`src/hdl/dgm_pkg.sv`:
```
// Package for the diamond grid mesh generator: shared types and constants.
// No dependencies.
package dgm_pkg;

  localparam int unsigned SizeW  = 12;
  localparam int unsigned SegW   = 9;
  localparam int unsigned PosW   = 14;
  localparam int unsigned TexW   = 17;
  localparam int unsigned IdxW   = 19;
  localparam int unsigned CfgIdxW = 3;
  localparam int unsigned CfgDataW = 12;

  localparam logic [CfgIdxW-1:0] CfgSizeX    = 3'd0;
  localparam logic [CfgIdxW-1:0] CfgSizeY    = 3'd1;
  localparam logic [CfgIdxW-1:0] CfgSegsX    = 3'd2;
  localparam logic [CfgIdxW-1:0] CfgSegsY    = 3'd3;
  localparam logic [CfgIdxW-1:0] CfgCentered = 3'd4;

  localparam logic [TexW-1:0] TexOne = 17'd65536;

  // job handed from the front end to the back end
  typedef struct packed {
    logic [SegW-1:0]  col;
    logic [SegW-1:0]  row;
    logic [IdxW-1:0]  base;
    logic             flip;
    logic             done;
  } job_t;

  typedef enum logic [2:0] {
    BE_IDLE, BE_DIVX, BE_DIVY, BE_QUO, BE_OUT
  } be_state_e;

endpackage

```
`src/hdl/dgm_divider.sv`:
```
// Restoring divider, one quotient bit per cycle.
// Depends on nothing outside this file.
module dgm_divider #(
  parameter int unsigned NumW = 32,
  parameter int unsigned DenW = 16
) (
  input  logic            clk_i,
  input  logic            rst_ni,
  input  logic            start_i,
  input  logic [NumW-1:0] num_i,
  input  logic [DenW-1:0] den_i,
  output logic            busy_o,
  output logic [NumW-1:0] quo_o
);
  localparam int unsigned CntW = $clog2(NumW + 1);

  logic [NumW-1:0] quo_q, quo_d;
  logic [DenW:0]   rem_q, rem_d;
  logic [DenW-1:0] den_q, den_d;
  logic [CntW-1:0] cnt_q, cnt_d;

  always_comb begin
    logic [DenW:0] trial;
    quo_d = quo_q;
    rem_d = rem_q;
    den_d = den_q;
    cnt_d = cnt_q;
    trial = '0;
    if (start_i) begin
      quo_d = num_i;
      rem_d = '0;
      den_d = den_i;
      cnt_d = CntW'(NumW);
    end else if (cnt_q != '0) begin
      trial = {rem_q[DenW-1:0], quo_q[NumW-1]};
      if (trial >= {1'b0, den_q}) begin
        rem_d = trial - {1'b0, den_q};
        quo_d = {quo_q[NumW-2:0], 1'b1};
      end else begin
        rem_d = trial;
        quo_d = {quo_q[NumW-2:0], 1'b0};
      end
      cnt_d = cnt_q - 1'b1;
    end
  end

  always_ff @(posedge clk_i or negedge rst_ni) begin
    if (!rst_ni) begin
      cnt_q <= '0;
    end else begin
      cnt_q <= cnt_d;
    end
  end

  always_ff @(posedge clk_i) begin
    quo_q <= quo_d;
    rem_q <= rem_d;
    den_q <= den_d;
  end

  assign busy_o = (cnt_q != '0);
  assign quo_o  = quo_q;
endmodule

```
`src/hdl/dgm_front.sv`:
```
// Front end: accepts step words, walks the cell counters, queues jobs.
// Depends on dgm_pkg.
module dgm_front (
  input  logic                  clk_i,
  input  logic                  rst_ni,
  input  logic                  restart_i,
  input  logic [dgm_pkg::SegW-1:0] cols_i,
  input  logic [dgm_pkg::SegW-1:0] rows_i,
  input  logic                  valid_i,
  output logic                  ready_o,
  input  logic                  y_flip_i,
  output logic                  job_valid_o,
  input  logic                  job_ready_i,
  output dgm_pkg::job_t         job_o
);
  import dgm_pkg::*;

  logic [SegW-1:0] col_q, col_d, row_q, row_d, c, r;
  logic [IdxW-1:0] base_q, base_d;
  logic            empty, done, push, pop;
  job_t            q_mem_q [2];
  logic [1:0]      cnt_q, cnt_d;
  logic            wp_q, rp_q;
  job_t            nj;

  assign empty   = (cols_i == '0) || (rows_i == '0);
  assign ready_o = (cnt_q != 2'd2);
  assign push    = valid_i && ready_o && !empty;
  assign pop     = job_valid_o && job_ready_i;

  always_comb begin
    c = col_q;
    r = row_q;
    if (col_q >= cols_i || row_q >= rows_i) begin
      c = '0;
      r = '0;
    end
    done = (c == cols_i - 1'b1) && (r == rows_i - 1'b1);
    nj.col  = c;
    nj.row  = r;
    nj.base = (c == '0 && r == '0) ? '0 : base_q;
    nj.flip = y_flip_i;
    nj.done = done;
    col_d = col_q;
    row_d = row_q;
    base_d = base_q;
    if (restart_i) begin
      col_d = '0; row_d = '0; base_d = '0;
    end else if (push) begin
      if (done) begin
        col_d = '0; row_d = '0; base_d = '0;
      end else begin
        base_d = nj.base + IdxW'(5);
        if (r + 1'b1 >= rows_i) begin
          row_d = '0;
          col_d = c + 1'b1;
        end else begin
          row_d = r + 1'b1;
        end
      end
    end
    cnt_d = cnt_q + {1'b0, push} - {1'b0, pop};
  end

  always_ff @(posedge clk_i or negedge rst_ni) begin
    if (!rst_ni) begin
      col_q <= '0; row_q <= '0; base_q <= '0;
      cnt_q <= '0; wp_q <= 1'b0; rp_q <= 1'b0;
    end else begin
      col_q <= col_d; row_q <= row_d; base_q <= base_d;
      cnt_q <= cnt_d;
      if (push) wp_q <= ~wp_q;
      if (pop)  rp_q <= ~rp_q;
    end
  end

  always_ff @(posedge clk_i) begin
    if (push) q_mem_q[wp_q] <= nj;
  end

  assign job_valid_o = (cnt_q != '0);
  assign job_o       = q_mem_q[rp_q];
endmodule

```
`src/hdl/dgm_back.sv`:
```
// Back end: computes spacing and texture quotients, emits nine result words.
// Depends on dgm_pkg and dgm_divider.
module dgm_back (
  input  logic                      clk_i,
  input  logic                      rst_ni,
  input  logic [dgm_pkg::SizeW-1:0] sx_i,
  input  logic [dgm_pkg::SizeW-1:0] sy_i,
  input  logic [dgm_pkg::SegW-1:0]  nx_i,
  input  logic [dgm_pkg::SegW-1:0]  ny_i,
  input  logic [dgm_pkg::SegW-1:0]  hx_i,
  input  logic [dgm_pkg::SegW-1:0]  hy_i,
  input  logic                      job_valid_i,
  output logic                      job_ready_o,
  input  dgm_pkg::job_t             job_i,
  output logic                      valid_o,
  input  logic                      ready_i,
  output logic                      kind_o,
  output logic signed [dgm_pkg::PosW-1:0] pos_x_o,
  output logic signed [dgm_pkg::PosW-1:0] pos_y_o,
  output logic [dgm_pkg::TexW-1:0]  tex_u_o,
  output logic [dgm_pkg::TexW-1:0]  tex_v_o,
  output logic [dgm_pkg::IdxW-1:0]  corner_a_o,
  output logic [dgm_pkg::IdxW-1:0]  corner_b_o,
  output logic [dgm_pkg::IdxW-1:0]  corner_c_o,
  output logic                      last_of_cell_o,
  output logic                      grid_done_o
);
  import dgm_pkg::*;
  localparam int unsigned NumW = 31;
  localparam int unsigned DenW = 13;

  be_state_e st_q, st_d;
  job_t      job_q;
  logic [3:0] k_q, k_d;     // quotient index / output index
  logic [SizeW-1:0] xs_q, ys_q;
  logic [TexW-1:0] tq_q [6];  // ul um ur vt vm vb
  logic div_start, div_busy, div_started_q;
  logic [NumW-1:0] div_num, div_quo;
  logic [DenW-1:0] div_den;

  dgm_divider #(.NumW(NumW), .DenW(DenW)) u_div (
    .clk_i, .rst_ni, .start_i(div_start), .num_i(div_num), .den_i(div_den),
    .busy_o(div_busy), .quo_o(div_quo)
  );

  // numerators for the texture quotients: t_half*65536 + sz over 2*sz
  logic [SizeW+1:0] th;
  logic [SizeW-1:0] sz;
  always_comb begin
    logic [SizeW+9:0] tx, ty;
    tx = (SizeW+10)'(job_q.col) * (SizeW+10)'(xs_q);
    ty = (SizeW+10)'(job_q.row) * (SizeW+10)'(ys_q);
    th = '0;
    sz = (k_q < 4'd3) ? sx_i : sy_i;
    unique case (k_q)
      4'd0: th = (SizeW+2)'({tx, 1'b0});
      4'd1: th = (SizeW+2)'({tx, 1'b0} + xs_q);
      4'd2: th = (SizeW+2)'({tx, 1'b0} + {xs_q, 1'b0});
      4'd3: th = (SizeW+2)'({ty, 1'b0});
      4'd4: th = (SizeW+2)'({ty, 1'b0} + ys_q);
      4'd5: th = (SizeW+2)'({ty, 1'b0} + {ys_q, 1'b0});
      default: th = '0;
    endcase
  end

  always_comb begin
    div_num = '0;
    div_den = '0;
    unique case (st_q)
      BE_DIVX: begin
        div_num = NumW'(sx_i); div_den = DenW'(nx_i);
      end
      BE_DIVY: begin
        div_num = NumW'(sy_i); div_den = DenW'(ny_i);
      end
      default: begin
        div_num = NumW'({th, 16'd0}) + NumW'(sz);
        div_den = {sz, 1'b0};
      end
    endcase
  end

  assign div_start = !div_started_q &&
                     (st_q == BE_DIVX || st_q == BE_DIVY || st_q == BE_QUO);

  always_comb begin
    st_d = st_q;
    k_d  = k_q;
    unique case (st_q)
      BE_IDLE: if (job_valid_i) st_d = BE_DIVX;
      BE_DIVX: if (div_started_q && !div_busy) st_d = BE_DIVY;
      BE_DIVY: if (div_started_q && !div_busy) begin
        st_d = BE_QUO; k_d = '0;
      end
      BE_QUO: if (div_started_q && !div_busy) begin
        if (k_q == 4'd5) begin
          st_d = BE_OUT; k_d = '0;
        end else begin
          k_d = k_q + 1'b1;
        end
      end
      BE_OUT: if (ready_i) begin
        if (k_q == 4'd8) st_d = BE_IDLE;
        else k_d = k_q + 1'b1;
      end
      default: st_d = BE_IDLE;
    endcase
  end

  assign job_ready_o = (st_q == BE_IDLE);
  assign valid_o     = (st_q == BE_OUT);

  always_ff @(posedge clk_i or negedge rst_ni) begin
    if (!rst_ni) begin
      st_q <= BE_IDLE;
      k_q  <= '0;
      div_started_q <= 1'b0;
    end else begin
      st_q <= st_d;
      k_q  <= k_d;
      if (st_d != st_q || k_d != k_q) div_started_q <= 1'b0;
      else if (div_start) div_started_q <= 1'b1;
    end
  end

  always_ff @(posedge clk_i) begin
    if (st_q == BE_IDLE && job_valid_i) job_q <= job_i;
    if (st_q == BE_DIVX && div_started_q && !div_busy) xs_q <= SizeW'(div_quo);
    if (st_q == BE_DIVY && div_started_q && !div_busy) ys_q <= SizeW'(div_quo);
    if (st_q == BE_QUO && div_started_q && !div_busy) tq_q[k_q[2:0]] <= TexW'(div_quo);
  end

  // output word
  always_comb begin
    logic signed [PosW+10:0] x0, y0, xo, yo;
    logic [TexW-1:0] tu, tv;
    logic [IdxW-1:0] b;
    x0 = ((PosW+11)'($signed({1'b0, job_q.col})) - (PosW+11)'($signed({1'b0, hx_i})))
         * $signed((PosW+11)'({xs_q, 1'b0}));
    y0 = ((PosW+11)'($signed({1'b0, job_q.row})) - (PosW+11)'($signed({1'b0, hy_i})))
         * $signed((PosW+11)'({ys_q, 1'b0}));
    xo = x0; yo = y0; tu = '0; tv = '0;
    b = job_q.base;
    kind_o = 1'b0;
    corner_a_o = '0; corner_b_o = '0; corner_c_o = '0;
    unique case (k_q)
      4'd0: begin
        xo = x0 + (PosW+11)'(xs_q); yo = y0 + (PosW+11)'(ys_q);
        tu = tq_q[1]; tv = tq_q[4];
      end
      4'd1: begin tu = tq_q[0]; tv = tq_q[3]; end
      4'd2: begin
        xo = x0 + (PosW+11)'({xs_q, 1'b0}); tu = tq_q[2]; tv = tq_q[3];
      end
      4'd3: begin
        yo = y0 + (PosW+11)'({ys_q, 1'b0}); tu = tq_q[0]; tv = tq_q[5];
      end
      4'd4: begin
        xo = x0 + (PosW+11)'({xs_q, 1'b0}); yo = y0 + (PosW+11)'({ys_q, 1'b0});
        tu = tq_q[2]; tv = tq_q[5];
      end
      4'd5: begin kind_o = 1'b1; corner_b_o = b + 2'd2; corner_c_o = b + 2'd1; end
      4'd6: begin kind_o = 1'b1; corner_b_o = b + 2'd1; corner_c_o = b + 2'd3; end
      4'd7: begin kind_o = 1'b1; corner_b_o = b + 2'd3; corner_c_o = b + 3'd4; end
      default: begin kind_o = 1'b1; corner_b_o = b + 3'd4; corner_c_o = b + 2'd2; end
    endcase
    if (kind_o) begin
      corner_a_o = b;
      pos_x_o = '0; pos_y_o = '0; tex_u_o = '0; tex_v_o = '0;
    end else begin
      pos_x_o = PosW'(xo);
      pos_y_o = PosW'(yo);
      tex_u_o = tu;
      tex_v_o = job_q.flip ? TexOne - tv : tv;
    end
    last_of_cell_o = (k_q == 4'd8);
    grid_done_o    = (k_q == 4'd8) && job_q.done;
  end
endmodule

```
`src/hdl/diamond_grid_mesh_generator_top.sv`:
```
// Diamond grid mesh generator, top level.
// Each step word takes eight divides on one bit-serial divider (x/y spacing, six
// texture quotients), then the back end emits its nine result words.
// The back end takes the next job only when idle; ready_i low holds the back end,
// and the two-entry queue keeps taking step words until it is full.
// Reset (rst_ni low, async) restores register defaults and restarts the grid.
// Depends on dgm_pkg, dgm_front, dgm_back, dgm_divider.
module diamond_grid_mesh_generator_top #(
  parameter int unsigned MAX_SEGMENTS = 256
) (
  input  logic clk_i,
  input  logic rst_ni,
  input  logic cfg_we_i,
  input  logic [dgm_pkg::CfgIdxW-1:0]  cfg_idx_i,
  input  logic [dgm_pkg::CfgDataW-1:0] cfg_data_i,
  input  logic valid_i,
  output logic ready_o,
  input  logic y_flip_i,
  output logic valid_o,
  input  logic ready_i,
  output logic kind_o,
  output logic signed [dgm_pkg::PosW-1:0] pos_x_o,
  output logic signed [dgm_pkg::PosW-1:0] pos_y_o,
  output logic [dgm_pkg::TexW-1:0] tex_u_o,
  output logic [dgm_pkg::TexW-1:0] tex_v_o,
  output logic [dgm_pkg::IdxW-1:0] corner_a_o,
  output logic [dgm_pkg::IdxW-1:0] corner_b_o,
  output logic [dgm_pkg::IdxW-1:0] corner_c_o,
  output logic last_of_cell_o,
  output logic grid_done_o
);
  import dgm_pkg::*;

  logic [SizeW-1:0] size_x_q, size_y_q, sx, sy;
  logic [SegW-1:0]  segs_x_q, segs_y_q, nx, ny, hx, hy, cols, rows;
  logic             centered_q, restart;
  logic             job_valid, job_ready;
  job_t             job;

  assign restart = cfg_we_i && (cfg_idx_i <= CfgCentered);

  always_ff @(posedge clk_i or negedge rst_ni) begin
    if (!rst_ni) begin
      size_x_q <= 12'd256; size_y_q <= 12'd256;
      segs_x_q <= 9'd16;   segs_y_q <= 9'd16;
      centered_q <= 1'b0;
    end else if (cfg_we_i) begin
      unique case (cfg_idx_i)
        CfgSizeX:    size_x_q <= cfg_data_i;
        CfgSizeY:    size_y_q <= cfg_data_i;
        CfgSegsX:    segs_x_q <= cfg_data_i[SegW-1:0];
        CfgSegsY:    segs_y_q <= cfg_data_i[SegW-1:0];
        CfgCentered: centered_q <= cfg_data_i[0];
        default: ;
      endcase
    end
  end

  function automatic logic [SegW-1:0] eff_segs(input logic [SegW-1:0] s);
    if (s == '0) return SegW'(1);
    if (32'(s) > MAX_SEGMENTS) return SegW'(MAX_SEGMENTS);
    return s;
  endfunction

  assign sx   = (size_x_q == '0) ? SizeW'(1) : size_x_q;
  assign sy   = (size_y_q == '0) ? SizeW'(1) : size_y_q;
  assign nx   = eff_segs(segs_x_q);
  assign ny   = eff_segs(segs_y_q);
  assign hx   = centered_q ? (nx >> 1) : '0;
  assign hy   = centered_q ? (ny >> 1) : '0;
  assign cols = centered_q ? (hx << 1) : nx;
  assign rows = centered_q ? (hy << 1) : ny;

  dgm_front u_front (
    .clk_i, .rst_ni, .restart_i(restart), .cols_i(cols), .rows_i(rows),
    .valid_i, .ready_o, .y_flip_i,
    .job_valid_o(job_valid), .job_ready_i(job_ready), .job_o(job)
  );

  dgm_back u_back (
    .clk_i, .rst_ni, .sx_i(sx), .sy_i(sy), .nx_i(nx), .ny_i(ny),
    .hx_i(hx), .hy_i(hy),
    .job_valid_i(job_valid), .job_ready_o(job_ready), .job_i(job),
    .valid_o, .ready_i, .kind_o, .pos_x_o, .pos_y_o, .tex_u_o, .tex_v_o,
    .corner_a_o, .corner_b_o, .corner_c_o, .last_of_cell_o, .grid_done_o
  );
endmodule

```
`config.mk`:
```
export PLATFORM = sky130hd
export DESIGN_NAME = diamond_grid_mesh_generator_top
export DESIGN_NICKNAME = d
export VERILOG_FILES = /design/src/hdl/dgm_pkg.sv /design/src/hdl/dgm_divider.sv /design/src/hdl/dgm_front.sv /design/src/hdl/dgm_back.sv /design/src/hdl/diamond_grid_mesh_generator_top.sv
export SDC_FILE = /design/constraint.sdc
export NUM_CORES = 2
export LEC_CHECK = 0
export BUFFER_PORTS_ARGS = -buffer_cell sky130_fd_sc_hd__buf_2
export CORE_ASPECT_RATIO = 1.25
export CORE_MARGIN = 4
export CORE_UTILIZATION = 35
export DETAILED_ROUTE_END_ITERATION = 7
export PLACE_DENSITY_LB_ADDON = 0.12
export SKIP_CTS_REPAIR_TIMING = 1
export SLEW_MARGIN = 20
export SYNTH_ARGS = -nofsm -noshare
export SYNTH_HDL_FRONTEND = slang
export SYNTH_SLANG_ARGS = --single-unit
```
`constraint.sdc`:
```
create_clock -name clk_i -period 21.8 [get_ports clk_i]
set_input_delay 6.54 -clock clk_i [delete_from_list [all_inputs] [get_ports clk_i]]
set_output_delay 6.54 -clock clk_i [all_outputs]
set_load 0.02 [all_outputs]
```
==> metrics.md <==
| Metric | Value |
|---|---|
| Worst path arrival time | 8800 ps |
| Setup CP Type | flop to primary output |
| R2R cell count | 22 |
| Longest Clk Path Bufs | 3 |
| Initial DRC count | 1825 |
| Layout fillers | around 9.5k |
| GRT Residual Overflow | 0 |
| GP Congestion | 0.863 |
| Post-route ant nets | 0 |
| First-pass DRT Iterations | 6 |
| Slew HR | between 20% and 30% |
| DRT Wirelength | just over 100000 um |
| #FFs+latches synth | about 400 |
| Reg2reg end | u_front.base_q[18] |
| Htree depth | 2 |
| Slew @ Worst Pin | 1120 ps |
| Max Fanout on Critical Path | 18 |
| Vias in the first global route | between 20k and 30k |
| Ant. Diodes | 0 |
| Pin count of the biggest net entering global routing | between 50 and 60 |
| WP data required | roughly 15000 ps |
| Avg WL per Cell | approximately 21 um |
| Die Y-Extent | around 350 um |
| Worst Hold Class | flop to flop |
| Slowest stage delay, CP | 590 ps |
| Mapped Area | 33500 sq um |
| Latest clock arrival within the worst-skew pair | between 500 and 600 ps |
| DR vias | between 20k and 30k |
| WP depth | 25 |
| Final nets | around 4k |
| Hold Startpoint | u_back.u_div.cnt_q[3] |
| Layout cell share with drive strength beyond 1 | approximately an eighth |
| Syn Inst Count | about 3.5k |
| Reg2Reg Launch Point | segs_y_q[5] |
| Yosys cell types | 89 |
| # setup viols final | 0 |
| RSZ-0062 raised after global routing | false |
| DR vias/cell | 5.31 |
| Number of synthesized flops with an enable pin | ~290 |
| Slowest CP cell | dfrtp_1 |
| Worst path most repeated cell | fa_1 |
| CP top delay family | adder cells |
| Crit start category | flop |
| Layout area overhead | 10.7% |
| Status | finished, final reports clean |
| Final period util | roughly 70% |
| WHS Endpoint | u_back.u_div.cnt_q[3] |
| Row count | around 130 |
| Mapped Nets | roughly 4k |
| DP Cell Count | about 4.8k |
| Clock root buffer | clkbuf_16 |
| Tmin final | approximately 15000 ps |
| Final TNS setup | 0 ps |
| Worst-path clk slew | 60 ps |
| Hold slack | 482 ps |
| CTS tree | built |
| Buf/Inv on CP | 4 |
| First-pass GRT wire length | roughly 160000 um |
| R2r setup slk | between 15000 and 20000 ps |
| MaxCap Viol Count | 0 |
| Fin. Hold Viols | 0 |
| Max-slew violations | 0 |
| Hold path depth | 1 |
| Setup Skew | 44.3 ps |
| Die width | 285 um |
| Initial antenna violation count | 5 |
| Synth Warn # | 0 |
| Final cell count without fillers | between 4k and 5k |
| Crit end category | primary output |
| Primary FF master, synth | edfxtp_1 |
| CTS sink count | a little under 400 |
| Async set-reset flop share out of synthesis | approximately 24% |
| Remaining DRCs | 0 |
| Peak Freq | between 60 and 70 MHz |
| Global-route usage over all layers | between 10% and 20% |
| Num CTS Buffers | 41 |
| Dpl hpwl | roughly 76000 um |
| Port Buffers | 144 |
| Placeable Area | around 95000 sq um |
| IO Count | around 150 |
| Full die area | 101000 sq um |
| Starting Density | 35.3% |
| Syn_area_per_cell | roughly 9.6 sq um |
| Register area share after synthesis | between 30% and 40% |
==> synthesized netlist by cell type (10+ instances only) <==
cell type  count  share of area [%]
clkbuf_1     163                1.8
o21a_1        12               0.27
xnor2_1      144                3.8
nand3_1       60               0.90
a222oi_1      43                1.3
o21ai_1       17               0.25
o221ai_1      16               0.42
dfrtp_1       93                7.0
nor2_1       165                1.8
or2_2         18               0.34
dfxtp_1       13               0.78
edfxtp_1     287                 26
o22ai_1       21               0.39
a22oi_1       20               0.45
o21ai_0      165                2.5
nor3_1        61               0.91
nand4_1       21               0.39
a21o_1        33               0.74
buf_1         11               0.12
nor4_1        28               0.52
a31oi_1       14               0.26
fa_1         193                 12
or3_1         16               0.30
o41ai_1       10               0.26
nand2b_1      41               0.77
and3_1        42               0.78
mux2_2       114                3.8
and2_1       125                2.3
nor2b_1       71                1.3
o21bai_1      12               0.27
inv_1        346                3.9
o31ai_1       19               0.43
mux2i_1       45                1.3
nand2_1      422                4.7
ha_1         237                8.9
a22o_1        26               0.68
xor2_1        55                1.4
a21oi_1      141                2.1
==> layout make-up <==
cell class                 count  area, sq um  area share (%)
timing repair buffer         208         1200            3.25
inverter                     347         1300            3.52
tap                         1280         1600            4.32
clock buffer                  53         1130            3.06
multi-input combinational   2545        20300            54.7
sequential                   397        11300            30.5
clock inverter                23          244           0.658
==> per-stage QoR <==
stage	area (sq um)	setup slack, ps	utilization [%]
final	37100	6460	39.1
after global routing	37100	5940	39.1
after CTS	37100	6410	39.1
after detailed placement	35700	7090	37.7
after global placement	35700	7170	37.7
after floorplan	33500	7620	-
==> worst max-delay path by stage <==
stage,end,slack (ps),startpoint
final,pos_y_o[11],6460,segs_y_q[8]
after global routing,pos_y_o[12],5940,segs_y_q[8]
after CTS,pos_y_o[11],6410,segs_y_q[8]
after detailed placement,pos_y_o[11],7090,segs_y_q[8]
after global placement,pos_y_o[11],7170,segs_y_q[8]
after floorplan,pos_y_o[12],7620,centered_q
==> sequential cells by signal, indices dropped and copies added, names as in the netlist <==
register,flops
u_back.xs_q,12
u_front.base_q,19
u_back.ys_q,12
u_back.div_started_q,1
centered_q,1
u_front.row_q,9
u_back.u_div.rem_q,13
u_front.q_mem_q,78
u_back.job_q,39
u_back.u_div.quo_o,31
u_front.wp_q,1
u_front.cnt_q,2
size_y_q,12
segs_x_q,9
segs_y_q,9
u_back.tq_q,102
u_front.rp_q,1
u_back.u_div.cnt_q,5
u_back.st_q,3
u_back.u_div.den_q,13
size_x_q,12
u_back.k_q,4
u_front.col_q,9
==> cells by family after synthesis <==
| group | after synthesis | share of synthesized area [%] |
|---|---|---|
| DFF | 397 | 33.8 |
| and+or+nand+nor | 1114 | 16.3 |
| buffers and inverters | 530 | 6.07 |
| xor gates and xnor gates | 203 | 5.48 |
| muxes | 160 | 5.21 |
| adders and majority gates | 430 | 20.4 |
| AOI/OAI and AO/OA | 638 | 12.8 |
==> layout by cell type (no fill, tap or decap), types with 125 or more instances in the layout <==
cell type and count:
a21oi_1 139, and2_1 125, buf_2 143, edfxtp_1 287
fa_1 193, ha_1 237, inv_1 346, nand2_1 422
nor2_1 160, o21ai_0 165, xnor2_1 144
==> routing by layer <==
metal / share of wire (%) / routed length (um) / GRT usage [%]
met1: 45 / 45900 / 26.9
met2: 49 / 50200 / 34.9
met3: 3.1 / 3200 / 1.49
met4: 2.4 / 2460 / 4.94
met5: 0 / 0 / 0
==> worst register-to-register path, cell delays in order (launching register included) <==
cell and delay [ps]:
dfrtp_1 450, nor4_1 490, a21oi_1 200, or3_1 380, inv_1 120, ha_1 230, nand2b_1 140, a211o_1 300
a21oi_1 240, o211a_1 710, nand2_1 280, ha_1 260, nand2_1 120, a21o_1 400, and2_1 270, ha_1 210
o21a_1 190, nand3_1 120, nor3b_1 450, and4_1 310, nand3_1 120, a21o_1 190, a22o_1 170
Power is left out: the tool's default activity adds up to more than one toggle a clock period on the data nets, which glitch-free logic cannot reach.
